## src/rtl/fla_pkg.sv

```systemverilog
// ----------------------------------------------------------------------------
// fla_pkg
// Shared types and constants for the linked free-list identifier allocator.
// ----------------------------------------------------------------------------
`default_nettype none

package fla_pkg;

    localparam int ID_W      = 10;
    localparam int LINK_DEPTH = 1 << ID_W;

    localparam logic [ID_W-1:0] MAX_IDS   = ID_W'(1023);
    localparam logic [ID_W-1:0] POOL_INIT = ID_W'(1023);
    localparam logic [ID_W-1:0] NULL_ID   = '0;
    localparam logic [ID_W-1:0] FIRST_ID  = ID_W'(1);
    localparam logic [ID_W-1:0] LAST_IDX  = ID_W'(LINK_DEPTH - 1);

    typedef enum logic {
        CMD_ALLOC = 1'b0,
        CMD_FREE  = 1'b1
    } cmd_t;

    typedef enum logic [1:0] {
        ST_OK       = 2'd0,
        ST_EMPTY    = 2'd1,
        ST_BAD_FREE = 2'd2
    } status_t;

    typedef struct packed {
        logic            in_use;
        logic [ID_W-1:0] link;
    } link_entry_t;

    typedef struct packed {
        logic            re;
        logic [ID_W-1:0] raddr;
        logic            we;
        logic [ID_W-1:0] waddr;
        link_entry_t     wdata;
    } ram_req_t;

endpackage

`default_nettype wire

```

## src/rtl/fla_ctrl.sv

```systemverilog
// ----------------------------------------------------------------------------
// fla_ctrl
// Sequencer for the allocator: holds the head pointer and pool size, runs
// the initialization sweep, and performs the read-modify-write of each
// request against the link memory.
// ----------------------------------------------------------------------------
`default_nettype none

module fla_ctrl
    import fla_pkg::*;
(
    input  wire logic            clk,
    input  wire logic            rst_n,
    input  wire logic            req_valid,
    output logic                 req_stall,
    input  wire logic            command,
    input  wire logic [ID_W-1:0] release_id,
    output logic                 rsp_valid,
    input  wire logic            rsp_stall,
    output logic [ID_W-1:0]      granted_id,
    output logic [1:0]           status,
    input  wire logic            cfg_valid,
    output logic                 cfg_ready,
    input  wire logic [ID_W-1:0] pool_size,
    output ram_req_t             ram_req,
    input  var  link_entry_t     rdata
);

    typedef enum logic {
        S_IDLE,
        S_EXEC
    } state_t;

    state_t          state_reg, state_next;
    logic            cmd_reg, cmd_next;
    logic [ID_W-1:0] id_reg, id_next;
    logic [ID_W-1:0] head_reg, head_next;
    logic [ID_W-1:0] pool_reg, pool_next;
    logic            clearing_reg, clearing_next;
    logic [ID_W-1:0] clr_idx_reg, clr_idx_next;
    logic            rsp_valid_reg, rsp_valid_next;
    logic [ID_W-1:0] granted_reg, granted_next;
    status_t         status_reg, status_next;

    logic [ID_W-1:0] eff_size;
    logic            accept;
    logic            out_free;
    logic            cfg_write;

    assign eff_size  = (pool_reg > MAX_IDS) ? MAX_IDS : pool_reg;
    assign req_stall = (state_reg != S_IDLE) || clearing_reg;
    assign accept    = req_valid && !req_stall;
    assign out_free  = !rsp_valid_reg || !rsp_stall;
    assign cfg_ready = 1'b1;
    assign cfg_write = cfg_valid && cfg_ready;

    always_comb
    begin
        state_next     = state_reg;
        cmd_next       = cmd_reg;
        id_next        = id_reg;
        head_next      = head_reg;
        pool_next      = pool_reg;
        clearing_next  = clearing_reg;
        clr_idx_next   = clr_idx_reg;
        rsp_valid_next = rsp_valid_reg && rsp_stall;
        granted_next   = granted_reg;
        status_next    = status_reg;
        ram_req        = '0;

        unique case (state_reg)
            S_IDLE:
            begin
                if (clearing_reg)
                begin
                    ram_req.we          = 1'b1;
                    ram_req.waddr       = clr_idx_reg;
                    ram_req.wdata.in_use = 1'b0;
                    ram_req.wdata.link  = ((clr_idx_reg != NULL_ID) && (clr_idx_reg < eff_size))
                                          ? ID_W'(clr_idx_reg + FIRST_ID) : NULL_ID;
                    clr_idx_next = ID_W'(clr_idx_reg + FIRST_ID);
                    if (clr_idx_reg == LAST_IDX)
                    begin
                        clearing_next = 1'b0;
                    end
                end
                else if (accept)
                begin
                    ram_req.re    = 1'b1;
                    ram_req.raddr = (command == CMD_ALLOC) ? head_reg : release_id;
                    cmd_next      = command;
                    id_next       = release_id;
                    state_next    = S_EXEC;
                end
            end
            S_EXEC:
            begin
                if (out_free)
                begin
                    rsp_valid_next = 1'b1;
                    granted_next   = NULL_ID;
                    status_next    = ST_OK;
                    state_next     = S_IDLE;
                    if (cmd_reg == CMD_ALLOC)
                    begin
                        if ((head_reg == NULL_ID) || (head_reg > eff_size))
                        begin
                            status_next = ST_EMPTY;
                        end
                        else
                        begin
                            granted_next         = head_reg;
                            head_next            = rdata.link;
                            ram_req.we           = 1'b1;
                            ram_req.waddr        = head_reg;
                            ram_req.wdata.in_use = 1'b1;
                            ram_req.wdata.link   = NULL_ID;
                        end
                    end
                    else
                    begin
                        if ((id_reg == NULL_ID) || (id_reg > eff_size) || !rdata.in_use)
                        begin
                            status_next = ST_BAD_FREE;
                        end
                        else
                        begin
                            head_next            = id_reg;
                            ram_req.we           = 1'b1;
                            ram_req.waddr        = id_reg;
                            ram_req.wdata.in_use = 1'b0;
                            ram_req.wdata.link   = head_reg;
                        end
                    end
                end
            end
            default:
            begin
                state_next = S_IDLE;
            end
        endcase

        if (cfg_write)
        begin
            pool_next     = pool_size;
            clearing_next = 1'b1;
            clr_idx_next  = NULL_ID;
            head_next     = (pool_size != NULL_ID) ? FIRST_ID : NULL_ID;
        end
    end

    always_ff @(posedge clk or negedge rst_n)
    begin
        if (!rst_n)
        begin
            state_reg     <= S_IDLE;
            cmd_reg       <= CMD_ALLOC;
            id_reg        <= NULL_ID;
            head_reg      <= FIRST_ID;
            pool_reg      <= POOL_INIT;
            clearing_reg  <= 1'b1;
            clr_idx_reg   <= NULL_ID;
            rsp_valid_reg <= 1'b0;
            granted_reg   <= NULL_ID;
            status_reg    <= ST_OK;
        end
        else
        begin
            state_reg     <= state_next;
            cmd_reg       <= cmd_next;
            id_reg        <= id_next;
            head_reg      <= head_next;
            pool_reg      <= pool_next;
            clearing_reg  <= clearing_next;
            clr_idx_reg   <= clr_idx_next;
            rsp_valid_reg <= rsp_valid_next;
            granted_reg   <= granted_next;
            status_reg    <= status_next;
        end
    end

    assign rsp_valid  = rsp_valid_reg;
    assign granted_id = granted_reg;
    assign status     = status_reg;

endmodule

`default_nettype wire

```

## config.mk

```make
export PLATFORM = sky130hd
export DESIGN_NAME = fla_ctrl
export DESIGN_NICKNAME = d
export VERILOG_FILES = /design/src/rtl/fla_pkg.sv /design/src/rtl/fla_ctrl.sv
export SDC_FILE = /design/constraint.sdc
export NUM_CORES = 1
export LEC_CHECK = 0
export BUFFER_PORTS_ARGS = -buffer_cell sky130_fd_sc_hd__buf_2
export CAP_MARGIN = 20
export CORE_ASPECT_RATIO = 1.25
export CORE_UTILIZATION = 59
export CTS_CLUSTER_DIAMETER = 60
export CTS_CLUSTER_SIZE = 25
export DETAILED_ROUTE_END_ITERATION = 16
export PLACE_DENSITY = 0.86
export SYNTH_ARGS = -nofsm -noshare
export SYNTH_HDL_FRONTEND = slang
export SYNTH_SLANG_ARGS = --single-unit
```

## constraint.sdc

```tcl
create_clock -name clk -period 6.4 [get_ports clk]
set_input_delay 0.64 -clock clk [delete_from_list [all_inputs] [get_ports clk]]
set_output_delay 0.64 -clock clk [all_outputs]
set_load 0.02 [all_outputs]
```

== After elaboration in Yosys (flattened, before gate mapping) ==
Cells that the tools add are included.

* $add $sub $neg: 1
* Magnitude comparators: 4
* Equal/unequal tests: 4
* Muxes and demuxes: 37
* Bitwise logic cells: 2
* Reduce and logical (&&, ||, !) cells: 23

{| class="wikitable"
|+ Operator list
! operator !! number
|-
| $mux 10 || 14
|-
| $mux 22 || 5
|-
| $pmux 22 s2 || 1
|-
| $mux 11 || 3
|-
| $gt 10x10->1 || 2
|-
| $logic_not 10->1 || 2
|-
| $reduce_bool 10->1 || 2
|-
| $mux 1 || 11
|-
| $add 10x1->10 const B || 1
|-
| $eq 10x10->1 const B || 1
|-
| $gt 10x10->1 const B || 1
|-
| $lt 10x10->1 || 1
|-
| $ne 3x3->1 const B || 2
|-
| $reduce_bool 2->1 || 3
|-
| $logic_or 1x1->1 || 5
|-
| $logic_not 1->1 || 4
|-
| $mux 2 || 2
|-
| $reduce_and 2->1 || 2
|-
| $reduce_and 4->1 || 1
|-
| $logic_and 1x1->1 || 3
|-
| $reduce_and 3->1 || 1
|-
| $ne 2x2->1 const B || 1
|-
| $not 1->1 || 2
|-
| $pmux 1 s2 || 1
|}

* Flip-flop bits (word level): 56
* Bits of input ports: 37
* Output and inout port bits: 48
* Logic and storage cells: 81

== Longest topological paths before layout ==
* Word-level depth: 10
* Depth in mapped cells: 9
* Mapped depth without buffers: 8

== Worst setup path before layout ==
OpenSTA, ideal clock, no wires.

* Path kind: flip-flop to output port
* From: register pool_reg[9]
* To: output ram_req[12] (netlist bit)
* Arrival: 2,360 ps
* Required time: 5,760 ps
* Path slack: 3,400 ps
* Cell stages (with the launch flop): 10
* Path buffers: 1
* Cell sequence: dfstp_2 > inv_1 > ha_1 > nand4_1 > or3b_4 > a21o_1 > a21oi_1 > nor4b_2 > buf_2 > a221o_1

{| class="wikitable"
|+ RTL lines
! element !! RTL line !! RTL
|-
| from (decl) || fla_ctrl.sv:38 || <nowiki>logic [ID_W-1:0] pool_reg, pool_next;</nowiki>
|-
| from (signal assigned) || fla_ctrl.sv:173 || <nowiki>pool_reg <= pool_next;</nowiki>
|-
| to (decl) || fla_ctrl.sv:25 || <nowiki>output ram_req_t ram_req,</nowiki>
|}

==> PnR_summary.wiki <==
{| class="wikitable"
! Metric !! Value
|-
| Finished Cell Area || 4340 sq um
|-
| Area added between synthesis and finish || 13.4%
|-
| Core area || 6210 sq um
|-
| Via count of the first global-routing pass || 3499
|-
| Synth Flop Type || sky130_fd_sc_hd__dfrtp_1
|-
| Post-DR wirelength/cell || 20.1 um
|-
| Count of cells along the worst register-to-register path || 8
|-
| Main combinational cell family by area after synthesis || compound AO/OA/AOI/OAI gates
|-
| Share of synthesized area spent on multiplexers || 5.81%
|-
| Wire length of the first global-routing pass || 17.8 mm
|-
| Met3 track utilization from global routing || 6.04%
|-
| Final critical-path share of the clock period || 60.8%
|-
| Critical path launch point || pool_reg[9]
|-
| Pin slew with the least headroom to its limit || 0.898 ns
|-
| Post-CTS sizing || 0
|-
| Nets in the synthesized netlist || 478
|-
| Xor and xnor fraction of the mapped netlist area || 3.66%
|-
| Deepest level of the CTS H-tree || 2
|-
| Mean Syn Cell Area || 9.28 sq um
|-
| Placement Rows || 32
|-
| Clk_skew || 0.00849 ns
|-
| Peak ir drop on the vdd network || 0.000152 V
|-
| Worst Path Arrival || 3.25 ns
|-
| Post-Synth Simple-Gate Area || 17.7%
|-
| Pwr dens || 156 nW/um^2
|-
| Placed instance area || 4240 sq um
|-
| Startpoint of the lowest-slack register-to-register path || pool_reg[9]
|-
| Number of DRC markers after the initial detailed-route iteration || 488
|-
| Number of synthesized register bits || 56
|-
| Compound-Gate Fraction of Synth Area || 20.8%
|-
| Number of different library cells in the post-synthesis netlist || 53
|-
| Critical R2R Capture || head_reg[0]
|-
| Dpl cells || 552
|-
| Overall track demand over capacity in global routing || 34.9%
|-
| Placer congestion estimate || 0.958
|-
| Setup crit end kind || output port
|-
| Setup violations, final || 0
|-
| Portion of the post-synthesis area used by sequential elements || 37.0%
|-
| Count of input and output buffers || 83
|-
| Maximum fanout encountered on the critical timing path || 11
|-
| Die Area || 6820 sq um
|-
| Clock Latency Late Sink || 0.31 ns
|-
| Share of the core filled with cells || 70.0%
|-
| Highest clock frequency the design can meet || 0.257 GHz
|-
| Effective utilization at floorplan || 61.8%
|-
| IO Pins || 85
|-
| Setup Crit Path Kind || register to output port
|-
| Number of non-filler instances in the completed layout || 561
|-
| Antenna violations before repair || 0
|-
| Setup repair after global routing missed its margin || no
|-
| Overall power after layout || 0.000677 W
|-
| First drt pass iteration count || 7
|-
| Async set-reset flop share out of synthesis || 100%
|-
| Number of sinks handled by clock tree synthesis || 56
|-
| Grt total ovfl || 0
|-
| Required @ worst endpoint || 5.76 ns
|-
| Capturing instance or port of the critical path || ram_req[21]
|-
| Clock tree from TritonCTS || done
|-
| Leakage power || 2.14 nW
|-
| Busiest grt layer || met2
|-
| Most common library cell in the layout ignoring fill and taps || sky130_fd_sc_hd__buf_2
|-
| Routing usage on met1 || 44.5%
|-
| Number of nets with antenna violations after detailed routing || 0
|-
| Hold_buf cts || 0
|-
| Root buffer cell || sky130_fd_sc_hd__clkbuf_8
|-
| Final nets || 540
|-
| Fraction of final layout cells sized beyond drive strength 1 || 26.5%
|-
| Max capacitance violation total || 0
|-
| Count of mapped cells out of synthesis || 413
|-
| Clk slew on worst S/H paths || 0.10 ns
|-
| Final hold violations || 0
|-
| Final Max Slew Viols || 0
|-
| Yosys warning total || 0
|-
| Half-perimeter wire length after detailed placement || 8.12 mm
|-
| Combined area of all synthesized cells || 3830 sq um
|-
| Setup Total Neg Slack || 0 ns
|-
| Horizontal die dimension || 74.1 um
|-
| Hold WC Path Type || primary input to asynchronous set/reset pin
|-
| Post-route minimum period || 3.89 ns
|-
| Status || complete, no violations
|-
| Global Route met2 Usage || 55.1%
|-
| Largest net degree at the start of global routing || 57
|-
| Number of post-CTS setup repair buffers || 0
|-
| Die height || 92.1 um
|-
| Via count of the routed design || 3601
|-
| Synthesized-area fraction occupied by adder cells || 9.14%
|-
| Worst relative slew slack || 40.1%
|-
| Total routed wirelength || 11.3 mm
|-
| Post-route DRC || 0
|-
| Longest Clk Path Bufs || 2
|-
| Type of origin of the critical path || register
|-
| Count of flip-flops with a built-in enable after synthesis || 0
|-
| Clock buffer count from CTS || 5
|-
| FF-to-FF setup slack || 3.51 ns
|-
| Commonest non-fill, non-tap cells in the layout || sky130_fd_sc_hd__buf_2 (83), sky130_fd_sc_hd__nand2_1 (60), sky130_fd_sc_hd__dfrtp_1 (44), sky130_fd_sc_hd__nor2_1 (29), sky130_fd_sc_hd__ha_1 (28)
|-
| Avg Vias per Cell || 6.42
|-
| Number of diodes added for antenna fixing || 0
|}
[area by class of cell]
| cell class | instances | area [sq um] |
|---|---|---|
| clock buffer | 5 | 68.8 |
| clock inverter | 3 | 22.5 |
| fill | 463 | 1860 |
| inverter | 20 | 75.1 |
| multi-input combinational | 305 | 2200 |
| sequential | 56 | 1420 |
| tap | 85 | 106 |
| timing repair buffer | 87 | 453 |
[cells in the mapped netlist, types with 5 or more instances]
cell type                   count  area (sq um)
sky130_fd_sc_hd__and2_1         7          43.8
sky130_fd_sc_hd__xor2_1         7          61.3
sky130_fd_sc_hd__a221o_1       11           110
sky130_fd_sc_hd__nor2b_1        5          31.3
sky130_fd_sc_hd__o2bb2ai_1      9          78.8
sky130_fd_sc_hd__buf_2          7          35.0
sky130_fd_sc_hd__a21oi_1       11          55.1
sky130_fd_sc_hd__nand2_1       60           225
sky130_fd_sc_hd__nand3_1        7          35.0
sky130_fd_sc_hd__dfrtp_1       44          1100
sky130_fd_sc_hd__o21ai_0       15          75.1
sky130_fd_sc_hd__xnor2_1        9          78.8
sky130_fd_sc_hd__ha_1          28           350
sky130_fd_sc_hd__dfstp_2       12           315
sky130_fd_sc_hd__mux2i_1       20           200
sky130_fd_sc_hd__o311ai_0       9          78.8
sky130_fd_sc_hd__nor4_1         5          31.3
sky130_fd_sc_hd__nor2_1        29           109
sky130_fd_sc_hd__nand4_1        6          37.5
sky130_fd_sc_hd__a22o_1        10          87.6
sky130_fd_sc_hd__inv_1         20          75.1
sky130_fd_sc_hd__o31ai_2        9           113
sky130_fd_sc_hd__clkbuf_1      19          71.3
[worst min path at each step]
stage	from	endpoint	slack [ns]	cells past startpoint
floorplan	rst_n	clr_idx_reg[0]	0.34	0
global placement	status[1]	status[1]	0.45	2
detailed placement	status[1]	status[1]	0.45	2
CTS	rst_n	head_reg[1]	0.48	2
global route	status[1]	status[1]	0.50	2
finish	rst_n	head_reg[4]	0.45	2
[metrics by stage]
step | setup slack, ns | hold WS [ns]
finish | 2.51 | 0.452
global route | 2.38 | 0.499
CTS | 2.32 | 0.477
detailed placement | 2.67 | 0.453
global placement | 2.83 | 0.449
floorplan | 3.40 | 0.344
[layer usage]
metal | routed length (um) | up-vias
met3 | 1040 | 51
li1 | - | 1616
met5 | 0 | -
met1 | 4310 | 1693
met4 | 512 | 0
met2 | 5410 | 241
[where the power goes]
part	switching (W)	leakage (nW)	total (W)	internal, W
clock	0.000121	0.0485	0.000200	0.0000788
sequential	0.00000767	0.733	0.000374	0.000366
combinational	0.0000631	1.36	0.000104	0.0000409
total	0.000192	2.14	0.000677	0.000486
[critical path, stage by stage (launching register included)]
cell	delay (ns)
sky130_fd_sc_hd__dfstp_2	0.53
sky130_fd_sc_hd__inv_1	0.07
sky130_fd_sc_hd__ha_1	0.34
sky130_fd_sc_hd__nand4_1	0.15
sky130_fd_sc_hd__or3b_4	0.41
sky130_fd_sc_hd__a21o_1	0.19
sky130_fd_sc_hd__a211oi_2	0.58
sky130_fd_sc_hd__or3_4	0.36
sky130_fd_sc_hd__nand2_1	0.10
sky130_fd_sc_hd__buf_2	0.19
[cells by family after synthesis]
group,count (synthesis)
AOI/OAI and AO/OA,97
xor gates and xnor gates,16
adders and majority gates,28
buffers and inverters,52
DFF,56
muxes,22
other,1
and+or+nand+nor,141
(Power assumes the default switching activity.)
